<file path="src/rtl/lcmr_pkg.sv">
// ----------------------------------------------------------------------------
// lcmr_pkg
// Shared codes, state and command types of the contour mask renderer.
// ----------------------------------------------------------------------------
package lcmr_pkg;

  // fixed field widths
  localparam int COORD_W  = 9;
  localparam int VALUE_W  = 32;
  localparam int CFG_W    = 31;
  localparam int LINE_W   = 7;
  localparam int RADIUS_W = 20;
  localparam int COUNT_W  = 4;
  localparam int OP_W     = 2;
  localparam int SLOT_W   = 3;
  localparam int CIDX_W   = 2;

  // item op codes
  localparam logic [OP_W-1:0] OP_LOAD    = 2'd0;
  localparam logic [OP_W-1:0] OP_EXTREMA = 2'd1;
  localparam logic [OP_W-1:0] OP_CONTOUR = 2'd2;

  // configuration register indexes
  localparam logic [CIDX_W-1:0] CFG_LINE_COUNT   = 2'd0;
  localparam logic [CIDX_W-1:0] CFG_RADIUS_SQ    = 2'd1;
  localparam logic [CIDX_W-1:0] CFG_FLOOR        = 2'd2;
  localparam logic [CIDX_W-1:0] CFG_CHARGE_COUNT = 2'd3;

  typedef enum logic [3:0] {
    S_IDLE,
    S_SCAN,
    S_EXT,
    S_LOG_LOAD,
    S_LOG_NORM,
    S_LOG_SQ,
    S_LOG_STORE,
    S_BAND_INIT,
    S_BAND,
    S_EMIT
  } state_t;

  // operand of the shared log unit
  typedef enum logic [1:0] {
    JOB_FLOOR,
    JOB_MAX,
    JOB_MIN,
    JOB_VAL
  } job_t;

  typedef struct packed {
    logic capture;
    logic scan_step;
    logic ext_update;
    logic log_load;
    logic log_norm;
    logic log_sq;
    logic log_store;
    job_t job;
    logic band_init;
    logic band_step;
    logic emit;
  } cmd_t;

  typedef struct packed {
    logic [OP_W-1:0] op;
    logic first;
    logic scan_done;
    logic norm_done;
    logic sq_last;
    logic band_last;
  } status_t;

endpackage

</file>
<file path="src/rtl/log_contour_mask_render.sv">
// ----------------------------------------------------------------------------
// log_contour_mask_render
// Contour mask of a sampled potential field with log-spaced levels.
// ----------------------------------------------------------------------------
// An item is taken when start is high and busy is low. Op load stores a
// charge position and gives no result. An extrema sample updates the running
// minimum and maximum; a contour sample decides pixel_on. Each of these two
// gives one result, shown for one cycle with result_valid high; the receiver
// cannot stall it. Configuration is written through cfg_we, cfg_index and
// cfg_data; the user must write it only while busy is low, not checked by the block.
// A load needs no sequencing. An extrema sample scans the used charges,
// one distance check a cycle, then updates the extrema. A contour sample
// scans the charges too, then adds two log evaluations (four on the first
// sample of the pass) in the shared log unit (normalize shifts, then one
// squaring a cycle), and a band search of up to line_count levels, one
// level a cycle.
// Reset clears the controller, the extrema, the level scales and the
// configuration to its defaults; charge positions stay unknown until loaded.
// ----------------------------------------------------------------------------
module log_contour_mask_render #(
  parameter int MAX_CHARGES   = 8,
  parameter int LOG_FRAC_BITS = 8
) (
  input  logic                                clk,
  input  logic                                rst,
  input  logic                                start,
  output logic                                busy,
  input  logic [lcmr_pkg::OP_W-1:0]           op,
  input  logic [lcmr_pkg::SLOT_W-1:0]         charge_slot,
  input  logic [lcmr_pkg::COORD_W-1:0]        x_coord,
  input  logic [lcmr_pkg::COORD_W-1:0]        y_coord,
  input  logic signed [lcmr_pkg::VALUE_W-1:0] sample_value,
  input  logic                                first_of_pass,
  input  logic                                cfg_we,
  input  logic [lcmr_pkg::CIDX_W-1:0]         cfg_index,
  input  logic [lcmr_pkg::CFG_W-1:0]          cfg_data,
  output logic                                result_valid,
  output logic                                pixel_on,
  output logic                                near_charge,
  output logic signed [lcmr_pkg::VALUE_W-1:0] field_min,
  output logic signed [lcmr_pkg::VALUE_W-1:0] field_max
);
  import lcmr_pkg::*;

  cmd_t    cmd;
  status_t status;

  // sequencer
  lcmr_ctrl u_ctrl (
    .clk    (clk),
    .rst    (rst),
    .start  (start),
    .op     (op),
    .status (status),
    .cmd    (cmd),
    .busy   (busy)
  );

  // datapath
  lcmr_dp #(
    .MAX_CHARGES   (MAX_CHARGES),
    .LOG_FRAC_BITS (LOG_FRAC_BITS)
  ) u_dp (
    .clk           (clk),
    .rst           (rst),
    .cmd           (cmd),
    .status        (status),
    .op            (op),
    .charge_slot   (charge_slot),
    .x_coord       (x_coord),
    .y_coord       (y_coord),
    .sample_value  (sample_value),
    .first_of_pass (first_of_pass),
    .cfg_we        (cfg_we),
    .cfg_index     (cfg_index),
    .cfg_data      (cfg_data),
    .result_valid  (result_valid),
    .pixel_on      (pixel_on),
    .near_charge   (near_charge),
    .field_min     (field_min),
    .field_max     (field_max)
  );

endmodule

</file>
<file path="src/rtl/lcmr_ctrl.sv">
// ----------------------------------------------------------------------------
// lcmr_ctrl
// Sequencer: charge scan, log jobs, band search and result strobe.
// ----------------------------------------------------------------------------
module lcmr_ctrl (
  input  logic                     clk,
  input  logic                     rst,
  input  logic                     start,
  input  logic [lcmr_pkg::OP_W-1:0] op,
  input  lcmr_pkg::status_t        status,
  output lcmr_pkg::cmd_t           cmd,
  output logic                     busy
);
  import lcmr_pkg::*;

  state_t state, state_next;
  job_t   job, job_next;

  // state and job registers
  always_ff @(posedge clk) begin
    if (rst) begin
      state <= S_IDLE;
      job   <= JOB_FLOOR;
    end else begin
      state <= state_next;
      job   <= job_next;
    end
  end

  // next state
  always_comb begin
    state_next = state;
    job_next   = job;
    unique case (state)
      S_IDLE: begin
        if (start && (op == OP_EXTREMA || op == OP_CONTOUR)) state_next = S_SCAN;
      end
      S_SCAN: begin
        if (status.scan_done) begin
          job_next = JOB_FLOOR;
          if (status.op == OP_EXTREMA) state_next = S_EXT;
          else state_next = S_LOG_LOAD;
        end
      end
      S_EXT:      state_next = S_EMIT;
      S_LOG_LOAD: state_next = S_LOG_NORM;
      S_LOG_NORM: begin
        if (status.norm_done) state_next = S_LOG_SQ;
      end
      S_LOG_SQ: begin
        if (status.sq_last) state_next = S_LOG_STORE;
      end
      S_LOG_STORE: begin
        state_next = S_LOG_LOAD;
        unique case (job)
          JOB_FLOOR: job_next = status.first ? JOB_MAX : JOB_VAL;
          JOB_MAX:   job_next = JOB_MIN;
          JOB_MIN:   job_next = JOB_VAL;
          JOB_VAL:   state_next = S_BAND_INIT;
          default:   job_next = JOB_FLOOR;
        endcase
      end
      S_BAND_INIT: state_next = S_BAND;
      S_BAND: begin
        if (status.band_last) state_next = S_EMIT;
      end
      S_EMIT:  state_next = S_IDLE;
      default: state_next = S_IDLE;
    endcase
  end

  // command outputs
  always_comb begin
    cmd     = '0;
    cmd.job = job;
    unique case (state)
      S_IDLE:      cmd.capture    = start;
      S_SCAN:      cmd.scan_step  = 1'b1;
      S_EXT:       cmd.ext_update = 1'b1;
      S_LOG_LOAD:  cmd.log_load   = 1'b1;
      S_LOG_NORM:  cmd.log_norm   = 1'b1;
      S_LOG_SQ:    cmd.log_sq     = 1'b1;
      S_LOG_STORE: cmd.log_store  = 1'b1;
      S_BAND_INIT: cmd.band_init  = 1'b1;
      S_BAND:      cmd.band_step  = 1'b1;
      S_EMIT:      cmd.emit       = 1'b1;
      default:     cmd.capture    = 1'b0;
    endcase
  end

  assign busy = (state != S_IDLE);

endmodule

</file>
<file path="src/rtl/lcmr_dp.sv">
// ----------------------------------------------------------------------------
// lcmr_dp
// Datapath: config, charge store, distance check, extrema, log unit, bands.
// ----------------------------------------------------------------------------
module lcmr_dp #(
  parameter int MAX_CHARGES   = 8,
  parameter int LOG_FRAC_BITS = 8
) (
  input  logic                              clk,
  input  logic                              rst,
  input  lcmr_pkg::cmd_t                    cmd,
  output lcmr_pkg::status_t                 status,
  input  logic [lcmr_pkg::OP_W-1:0]         op,
  input  logic [lcmr_pkg::SLOT_W-1:0]       charge_slot,
  input  logic [lcmr_pkg::COORD_W-1:0]      x_coord,
  input  logic [lcmr_pkg::COORD_W-1:0]      y_coord,
  input  logic signed [lcmr_pkg::VALUE_W-1:0] sample_value,
  input  logic                              first_of_pass,
  input  logic                              cfg_we,
  input  logic [lcmr_pkg::CIDX_W-1:0]       cfg_index,
  input  logic [lcmr_pkg::CFG_W-1:0]        cfg_data,
  output logic                              result_valid,
  output logic                              pixel_on,
  output logic                              near_charge,
  output logic signed [lcmr_pkg::VALUE_W-1:0] field_min,
  output logic signed [lcmr_pkg::VALUE_W-1:0] field_max
);
  import lcmr_pkg::*;

  localparam int IW  = (MAX_CHARGES > 1) ? $clog2(MAX_CHARGES) : 1;
  localparam int KW  = $clog2(MAX_CHARGES + 1);
  localparam int LW  = 5 + LOG_FRAC_BITS;
  localparam int AW  = LW + 10;
  localparam int SCW = $clog2(LOG_FRAC_BITS);
  localparam int PW  = 2 * COORD_W;

  // configuration registers
  logic [LINE_W-1:0]   line_count;
  logic [RADIUS_W-1:0] radius_sq;
  logic [CFG_W-1:0]    mag_floor;
  logic [COUNT_W-1:0]  charge_count;

  always_ff @(posedge clk) begin
    if (rst) begin
      line_count   <= LINE_W'(15);
      radius_sq    <= RADIUS_W'(900);
      mag_floor    <= CFG_W'(1);
      charge_count <= '0;
    end else if (cfg_we) begin
      unique case (cfg_index)
        CFG_LINE_COUNT:   line_count   <= cfg_data[LINE_W-1:0];
        CFG_RADIUS_SQ:    radius_sq    <= cfg_data[RADIUS_W-1:0];
        CFG_FLOOR:        mag_floor    <= cfg_data;
        CFG_CHARGE_COUNT: charge_count <= cfg_data[COUNT_W-1:0];
        default:          line_count   <= line_count;
      endcase
    end
  end

  // charge position store, {y, x}
  logic [PW-1:0] charge_pos [MAX_CHARGES];

  always_ff @(posedge clk) begin
    if (cmd.capture && op == OP_LOAD && 32'(charge_slot) < MAX_CHARGES) begin
      charge_pos[IW'(charge_slot)] <= {y_coord, x_coord};
    end
  end

  // captured item
  logic [OP_W-1:0]           op_q;
  logic                      first_q;
  logic [COORD_W-1:0]        x_q, y_q;
  logic signed [VALUE_W-1:0] v_q;

  always_ff @(posedge clk) begin
    if (cmd.capture) begin
      op_q    <= op;
      first_q <= first_of_pass;
      x_q     <= x_coord;
      y_q     <= y_coord;
      v_q     <= sample_value;
    end
  end

  // charges in use, saturated
  logic [KW-1:0] used;
  assign used = (32'(charge_count) > MAX_CHARGES) ? KW'(MAX_CHARGES) : KW'(charge_count);

  // charge scan, one charge a cycle
  logic [KW-1:0]             k;
  logic                      scan_done;
  logic [PW-1:0]             pos;
  logic signed [COORD_W:0]   dx, dy;
  logic signed [2*COORD_W+1:0] dx_sq, dy_sq;
  logic [RADIUS_W:0]         dist_sq;
  logic                      near, on;

  assign scan_done = (k >= used);
  assign pos   = charge_pos[k[IW-1:0]];
  assign dx    = $signed({1'b0, x_q}) - $signed({1'b0, pos[COORD_W-1:0]});
  assign dy    = $signed({1'b0, y_q}) - $signed({1'b0, pos[PW-1:COORD_W]});
  assign dx_sq = dx * dx;
  assign dy_sq = dy * dy;
  assign dist_sq = (RADIUS_W+1)'($unsigned(dx_sq)) + (RADIUS_W+1)'($unsigned(dy_sq));

  // band search registers
  logic [LINE_W-1:0]       bk;
  logic signed [AW-1:0]    a_r, t_r, d_r, bdiff, babs;
  logic                    trivial, cur_hit;

  assign bdiff   = a_r - t_r;
  assign babs    = bdiff[AW-1] ? -bdiff : bdiff;
  assign cur_hit = !trivial && (babs < d_r);

  always_ff @(posedge clk) begin
    if (cmd.capture) begin
      k    <= '0;
      near <= 1'b0;
      on   <= 1'b0;
    end else if (cmd.scan_step && !scan_done) begin
      k <= k + KW'(1);
      if ({1'b0, dist_sq} < {2'b0, radius_sq}) near <= 1'b1;
      if (op_q == OP_CONTOUR && pos == {y_q, x_q}) on <= 1'b1;
    end else if (cmd.band_step && cur_hit) begin
      on <= 1'b1;
    end
  end

  // running extrema
  logic signed [VALUE_W-1:0] run_min, run_max;

  always_ff @(posedge clk) begin
    if (rst) begin
      run_min <= '0;
      run_max <= '0;
    end else if (cmd.ext_update) begin
      if (first_q) begin
        run_min <= v_q;
        run_max <= v_q;
      end else if (!near) begin
        if (v_q < run_min) run_min <= v_q;
        if (v_q > run_max) run_max <= v_q;
      end
    end
  end

  // log unit operand
  logic [VALUE_W-1:0] fl;
  logic [VALUE_W-1:0] mag;
  assign fl = (mag_floor == '0) ? VALUE_W'(1) : VALUE_W'(mag_floor);

  always_comb begin
    unique case (cmd.job)
      JOB_FLOOR: mag = fl;
      JOB_MAX:   mag = $unsigned(run_max);
      JOB_MIN:   mag = $unsigned(-run_min);
      JOB_VAL:   mag = v_q[VALUE_W-1] ? $unsigned(-v_q) : $unsigned(v_q);
      default:   mag = fl;
    endcase
  end

  // log unit: normalize a bit a cycle, then one squaring a cycle
  logic [VALUE_W-1:0]       lm;
  logic [4:0]               le;
  logic [LOG_FRAC_BITS-1:0] lfrac;
  logic [SCW-1:0]           sq_cnt;
  logic [2*VALUE_W-1:0]     prod;
  logic [VALUE_W:0]         sq;
  logic [LW-1:0]            lg;

  assign prod = lm * lm;
  assign sq   = prod[2*VALUE_W-1:VALUE_W-1];
  assign lg   = (lm == '0) ? '0 : {le, lfrac};

  always_ff @(posedge clk) begin
    if (cmd.log_load) begin
      lm     <= mag;
      le     <= 5'd31;
      lfrac  <= '0;
      sq_cnt <= '0;
    end else if (cmd.log_norm && !(lm[VALUE_W-1] || lm == '0)) begin
      lm <= {lm[VALUE_W-2:0], 1'b0};
      le <= le - 5'd1;
    end else if (cmd.log_sq) begin
      sq_cnt <= sq_cnt + SCW'(1);
      if (sq[VALUE_W]) begin
        lfrac <= {lfrac[LOG_FRAC_BITS-2:0], 1'b1};
        lm    <= sq[VALUE_W:1];
      end else begin
        lfrac <= {lfrac[LOG_FRAC_BITS-2:0], 1'b0};
        lm    <= sq[VALUE_W-1:0];
      end
    end
  end

  // log results and latched level scales
  logic [LW-1:0] lg_floor, lg_max, lg_val;
  logic [LW-1:0] pos_scale, neg_scale;
  logic          max_active, min_active;

  assign max_active = $signed({run_max[VALUE_W-1], run_max}) > $signed({1'b0, fl});
  assign min_active = $signed({run_min[VALUE_W-1], run_min}) < -$signed({1'b0, fl});

  always_ff @(posedge clk) begin
    if (rst) begin
      pos_scale <= '0;
      neg_scale <= '0;
    end else if (cmd.log_store) begin
      unique case (cmd.job)
        JOB_FLOOR: lg_floor <= lg;
        JOB_MAX:   lg_max   <= lg;
        JOB_MIN: begin
          pos_scale <= max_active ? lg_max - lg_floor : '0;
          neg_scale <= min_active ? lg - lg_floor : '0;
        end
        JOB_VAL:   lg_val   <= lg;
        default:   lg_val   <= lg_val;
      endcase
    end
  end

  // band setup and search, one level a cycle
  logic [LW-1:0]        span;
  logic signed [LW:0]   ldiff;
  logic [LINE_W-1:0]    nm1;

  assign span  = (v_q > 0) ? pos_scale : ((v_q < 0) ? neg_scale : '0);
  assign ldiff = $signed({1'b0, lg_val}) - $signed({1'b0, lg_floor});
  assign nm1   = line_count - LINE_W'(1);

  always_ff @(posedge clk) begin
    if (cmd.band_init) begin
      a_r     <= (AW'(ldiff) * $signed({{(AW-LINE_W){1'b0}}, nm1})) <<< 2;
      d_r     <= $signed({{(AW-LW){1'b0}}, span});
      t_r     <= '0;
      bk      <= '0;
      trivial <= (line_count <= LINE_W'(1)) || (span == '0);
    end else if (cmd.band_step) begin
      t_r <= t_r + (d_r <<< 2);
      bk  <= bk + LINE_W'(1);
    end
  end

  // status back to the sequencer
  assign status.op        = op_q;
  assign status.first     = first_q;
  assign status.scan_done = scan_done;
  assign status.norm_done = lm[VALUE_W-1] || lm == '0;
  assign status.sq_last   = (32'(sq_cnt) == LOG_FRAC_BITS - 1);
  assign status.band_last = trivial || cur_hit || (bk == nm1);

  // result strobe
  always_ff @(posedge clk) begin
    if (rst) result_valid <= 1'b0;
    else     result_valid <= cmd.emit;
  end

  assign pixel_on    = on;
  assign near_charge = near;
  assign field_min   = run_min;
  assign field_max   = run_max;

endmodule

</file>
<file path="config.mk">
export PLATFORM = sky130hd
export DESIGN_NAME = log_contour_mask_render
export DESIGN_NICKNAME = d
export VERILOG_FILES = /design/src/rtl/lcmr_pkg.sv /design/src/rtl/log_contour_mask_render.sv /design/src/rtl/lcmr_ctrl.sv /design/src/rtl/lcmr_dp.sv
export SDC_FILE = /design/constraint.sdc
export NUM_CORES = 2
export LEC_CHECK = 0
export BUFFER_PORTS_ARGS = -buffer_cell sky130_fd_sc_hd__buf_2
export CORE_UTILIZATION = 38
export CTS_CLUSTER_SIZE = 14
export DETAILED_ROUTE_END_ITERATION = 12
export HOLD_SLACK_MARGIN = 0.1
export PLACE_DENSITY = 0.57
export SETUP_SLACK_MARGIN = 0.3
export SLEW_MARGIN = 0
export SYNTH_ARGS = -nofsm -noshare
export SYNTH_HDL_FRONTEND = slang
export SYNTH_SLANG_ARGS = --single-unit
</file>
<file path="constraint.sdc">
create_clock -name clk -period 13.1 [get_ports clk]
set_input_delay 0.655 -clock clk [delete_from_list [all_inputs] [get_ports clk]]
set_output_delay 0.655 -clock clk [all_outputs]
set_load 0.01 [all_outputs]
</file>
### After elaboration in Yosys (flattened, before gate mapping)

Memories as Yosys holds them, arrays and structs flattened. A register that Yosys moved wholly into a read port is not among the register bits.
Index checks and enable logic that the tools add are counted.

* memory bits (writable): 144
* flip-flop bits (word level): 370
* output and inout port bits: 68
* memories: 1

* add/subtract/negate cells: 17
* $lt $le $gt $ge: 11
* multiply operators: 4
* equal/unequal tests: 30
* mux-type cells: 50
* reductions and logical operators: 43
* bitwise operators: 2

Memory list
* u_dp.charge_pos: words 8, width 18, rd ports 1, clocked after Yosys merged registers in 1, wr ports 1, RTL line lcmr_dp.sv:61 `logic [PW-1:0] charge_pos [MAX_CHARGES];`

Operators by type and width (number)
* 32-bit 2-to-1 mux: 11
* 32-bit case mux with 4 select lines: 1
* 13-bit 2-to-1 mux: 5
* 32-bit greater-than comparator: 2
* 32-bit by 32-bit multiplier with 64-bit output: 1
* 32-bit negator: 2
* 10-bit by 10-bit multiplier with 20-bit output: 2
* 4-bit case mux with 9 select lines: 1
* 32-bit by 33-bit less-than comparator with 1-bit output: 1
* 32-bit negator with 33-bit output: 1
* 32-bit by 1-bit greater-than comparator with 1-bit output (second input constant): 1
* 32-bit zero test: 1
* 32-bit by 1-bit less-than comparator with 1-bit output (second input constant): 1
* 32-bit less-than comparator: 1
* 31-bit zero test: 1
* 31-bit 2-to-1 mux: 1
* 13-bit subtractor: 2
* 4-bit 2-to-1 mux: 6
* 23-bit by 16-bit adder with 23-bit output: 1
* 23-bit by 14-bit less-than comparator with 1-bit output: 1
* 23-bit 2-to-1 mux: 1
* 23-bit negator: 1
* 23-bit subtractor: 1
* 20-bit by 20-bit adder with 21-bit output: 1
* 42 further kinds: 110

### Depth between registers and ports, before layout

* depth in word-level cells: 9
* gate-level depth with buffers: 49
* mapped depth without buffers: 48

### Hierarchy

Synthesis repeated with hierarchy kept, for this count alone.

* cell total of the unflattened synthesis: 7439
* area, all modules: 70590.2 µm²

Modules (own cells, without submodules)
* lcmr_dp: instances 1, area an instance 70013.4 µm², cells each 7366
* lcmr_ctrl: instances 1, area an instance 576.8 µm², cells each 73

### Worst setup path before layout

Ideal clock, no wire load.

* path type: reg-to-reg
* from: reg with a tool-made name
* to: reg u_dp.near, in the netlist u_dp.near_charge
* arrival: 10.460 ns
* data required time: 13.041 ns
* setup time: 0.059 ns
* period minus slack after synthesis: 10.519 ns
* cell stages (with the launch flop): 46
* buffers on the path: 2
* slack: 2.581 ns
* path through: dfxtp_1 > clkbuf_1 > buf_1 > mux4_2 > mux2i_1 > ha_1 > a21o_1 > a21o_1 > a21oi_1 > o21bai_1 > a21o_1 > a21o_1 > a21o_1 > a21o_1 > clkinv_1 > nand2_1 > fa_1 > fa_1 > (+10 left out) > o21ai_0 > nor2b_1 > xnor2_1 > ha_1 > o41ai_1 > o21bai_1 > a21oi_1 > xnor2_1 > ha_1 > nand4_1 > nor2_1 > a21oi_1 > o211ai_1 > o21a_1 > o21a_1 > o21ai_0 > and3_1 > a22o_1

RTL lines
* end signal: assignment: RTL line lcmr_dp.sv:118 `near <= 1'b0;`
* end signal: assignment: RTL line lcmr_dp.sv:122 `if ({1'b0, dist_sq} < {2'b0, radius_sq}) near <= 1'b1;`
* end: declaration: RTL line lcmr_dp.sv:96 `logic near, on;`

==> reports/results.ini <==
[global_route]
grt_usage = 0.228
grt_start_max_net_pins = 109
antenna_found_initial = 16
first_global_vias = 54800
globalRouteOverflowTotal = 0
first_pass_grt_wire_length_mm = 324

[worst_hold_path]
hold_class = input port to flop

[clock_network]
cts.repair_timing.setup_buffer_count = 0
cts_max_path_buffers = 3
cts_sink_cnt = 515
ctsHoldBuffers = 0
htree_levels = 2
cts.repair.resized = 0
clkTransAtPathRegs_ns = 0.06
cts_tree = yes
clkLatencyLatePin_ns = 0.64
cts_inserted_buffers = 55
cts-root-buf = sky130_fd_sc_hd__clkbuf_16

[yosys]
postSynth.asyncResetShare = 0
ys_warn_count = 0
ys_seq_elements = 515
syn_area_per_cell_um2 = 9.44
synth_area_leader_cell = sky130_fd_sc_hd__fa_1
netlist_instances = 7375
synth-edff-count = 303
synthDistinctLibCells = 85
yosys-top-cells-area = sky130_fd_sc_hd__fa_1 (30%), sky130_fd_sc_hd__edfxtp_1 (13%), sky130_fd_sc_hd__ha_1 (12%), sky130_fd_sc_hd__inv_1 (8.6%), sky130_fd_sc_hd__dfxtp_1 (6.1%)
syn-num-nets = 9208
sequential_element_share_of_the_synthesized_area = 0.192
yosys.area.top_type_share = 0.301
ys.flop_type = sky130_fd_sc_hd__edfxtp_1
synth.cell_area_um2 = 69700

[floorplan]
die_area_um2 = 185000
rows = 156
die_height_um = 430
ioPinCount = 161
start_util = 0.384
floorplan.die.width_um = 430
core_um2 = 181000

[final_layout]
fraction_of_layout_cells_with_a_size_suffix_above_1 = 0.0610
syn2layout_area_growth_pct = 7.78
final.fill_count = 17900
regArea_um2 = 13300
final_core_occ = 0.414
most_frequent_standard_cell_in_the_layout_excluding_fill_and_tap_cells = sky130_fd_sc_hd__inv_1
num-nets-final = 9251
finish.cell_count_without_fillers = 9838
multi_input_area_um2 = 49400
most-common-layout-cells = sky130_fd_sc_hd__inv_1 (1589), sky130_fd_sc_hd__fa_1 (1046), sky130_fd_sc_hd__ha_1 (693)

[critical_path]
cp_data_required_time_ns = 13.61
critPathMostFrequentCell = sky130_fd_sc_hd__fa_1
timing.critical_path.to = u_dp.near_charge
end_kind = flop
critical_path_arrival_ns = 11.56
reg2reg_slack_ns = 2.04
cp_top_family = adder cells
critical_path.slowest_cell = sky130_fd_sc_hd__dfxtp_2
timing.critical_path.fanout_max = 23
worst_path_class_setup = flop to flop
regToRegEndpoint = u_dp.near_charge
critical_path.n_buffers_inverters = 4
timing.critical_path.depth = 43
worst_r2r_path_depth = 43
timing.critical_path.slowest_cell_delay_ns = 0.85
critPathLaunchType = flop

[route]
drt-pass1-iter-count = 8
route.detailed.wl_per_inst_um = 21.2
routed_vias = 51500
drt-initial-drc-count = 3342
drcViolationCount = 0
drt-vias-per-instance = 5.23
wl_mm = 209
ant_nets = 0

[sta]
timing.final.crit_share = 0.844
timing_hold_violations_final = 0
finalMaxSlewViolations = 0
max_slew_margin = 0.231
setup_slack_of_the_critical_path_after_layout_ns = 2.04
timing.fmax_mhz = 90.4
fin_setup_tns_ns = 0
clock_skews_ns = 0.0376
rsz0062_at_grt = no
tightestPinTransition_ns = 1.15
final_count_of_negative_setup_slack_endpoints = 0
finalCriticalPeriod_ns = 11.06

[place]
gpl.final_weighted_congestion = 0.942
place_worst_setup_slack_ns = 2.06
dp.cells = 9731
place.port_buffers = 160
place_hpwl_mm = 168

[run]
cap_violations = 0

[outcome]
status = finished clean

==> worst min-delay path by stage <==
stage / cells past startpoint / end / start / slack [ns]
after floorplan: 2 / u_dp.lfrac[7] / u_dp.lfrac[7] / 0.43
after global placement: 2 / u_dp.radius_sq[12] / u_dp.radius_sq[12] / 0.44
after detailed placement: 2 / u_dp.radius_sq[6] / u_dp.radius_sq[6] / 0.45
after CTS: 1 / u_dp.first_q / first_of_pass / 0.15
after global routing: 1 / u_dp.v_q[23] / sample_value[23] / 0.16
final: 1 / u_dp.v_q[23] / sample_value[23] / 0.19
==> logic make-up after synthesis <==
logic type / share of synthesized area
multiplexers: 0.0235
flip-flops: 0.192
other: 0.0000538
AO/OA/AOI/OAI: 0.0941
buffers and inverters: 0.100
adder cells (fa/ha/maj): 0.425
AND/OR/NAND/NOR: 0.126
XOR/XNOR: 0.0389
==> state kept, by name, summed over array words and instances (netlist names), 5 cells and up, named ones only <==
register         flops
u_dp.y_q             9
u_dp.radius_sq      20
u_dp.t_r            21
u_dp.charge_pos    144
u_dp.field_max      32
u_dp.v_q            32
u_dp.bk              7
u_dp.x_q             9
u_dp.lg_val         13
u_dp.d_r            13
u_dp.pos_scale      13
u_dp.a_r            21
u_dp.le              5
u_dp.lfrac           8
u_dp.line_count      7
u_dp.neg_scale      13
u_dp.lg_max         13
u_dp.field_min      32
u_dp.lm             32
u_dp.lg_floor       13
u_dp.mag_floor      31
==> cell type report <==
class | count | area share
timing repair buffer | 243 | 0.0190
inverter | 1606 | 0.0803
tap | 2370 | 0.0395
clock inverter | 31 | 0.00497
multi-input combinational | 4997 | 0.658
sequential | 515 | 0.178
clock buffer | 71 | 0.0201
antenna | 5 | 0.000167
==> per-layer routing <==
metal / share of wire / vias up / track usage
li1: - / 23700 / -
met1: 0.39 / 26000 / 0.269
met2: 0.51 / 1376 / 0.411
met3: 0.048 / 438 / 0.0271
met4: 0.056 / 6 / 0.109
met5: 0.00019 / - / 0
==> through the flow <==
stage	cell area (um2)	hold slack (ns)
detailed placement	73200	0.450
global route	75100	0.159
finish	75100	0.187
floorplan	69700	0.432
global placement	73200	0.443
CTS	75100	0.150
==> cell usage after synthesis (all sizes together) (99+ instances only) <==
library cell  instances
clkbuf              234
inv                1595
nand2               594
fa                 1046
xnor2               244
dfxtp               212
a21o                137
nand2b               99
ha                  694
o21ai               214
nor2                391
a21oi               333
edfxtp              303
and2                212
Power is left out: the tool's default activity adds up to more than one toggle a clock period on the data nets, which glitch-free logic cannot reach.
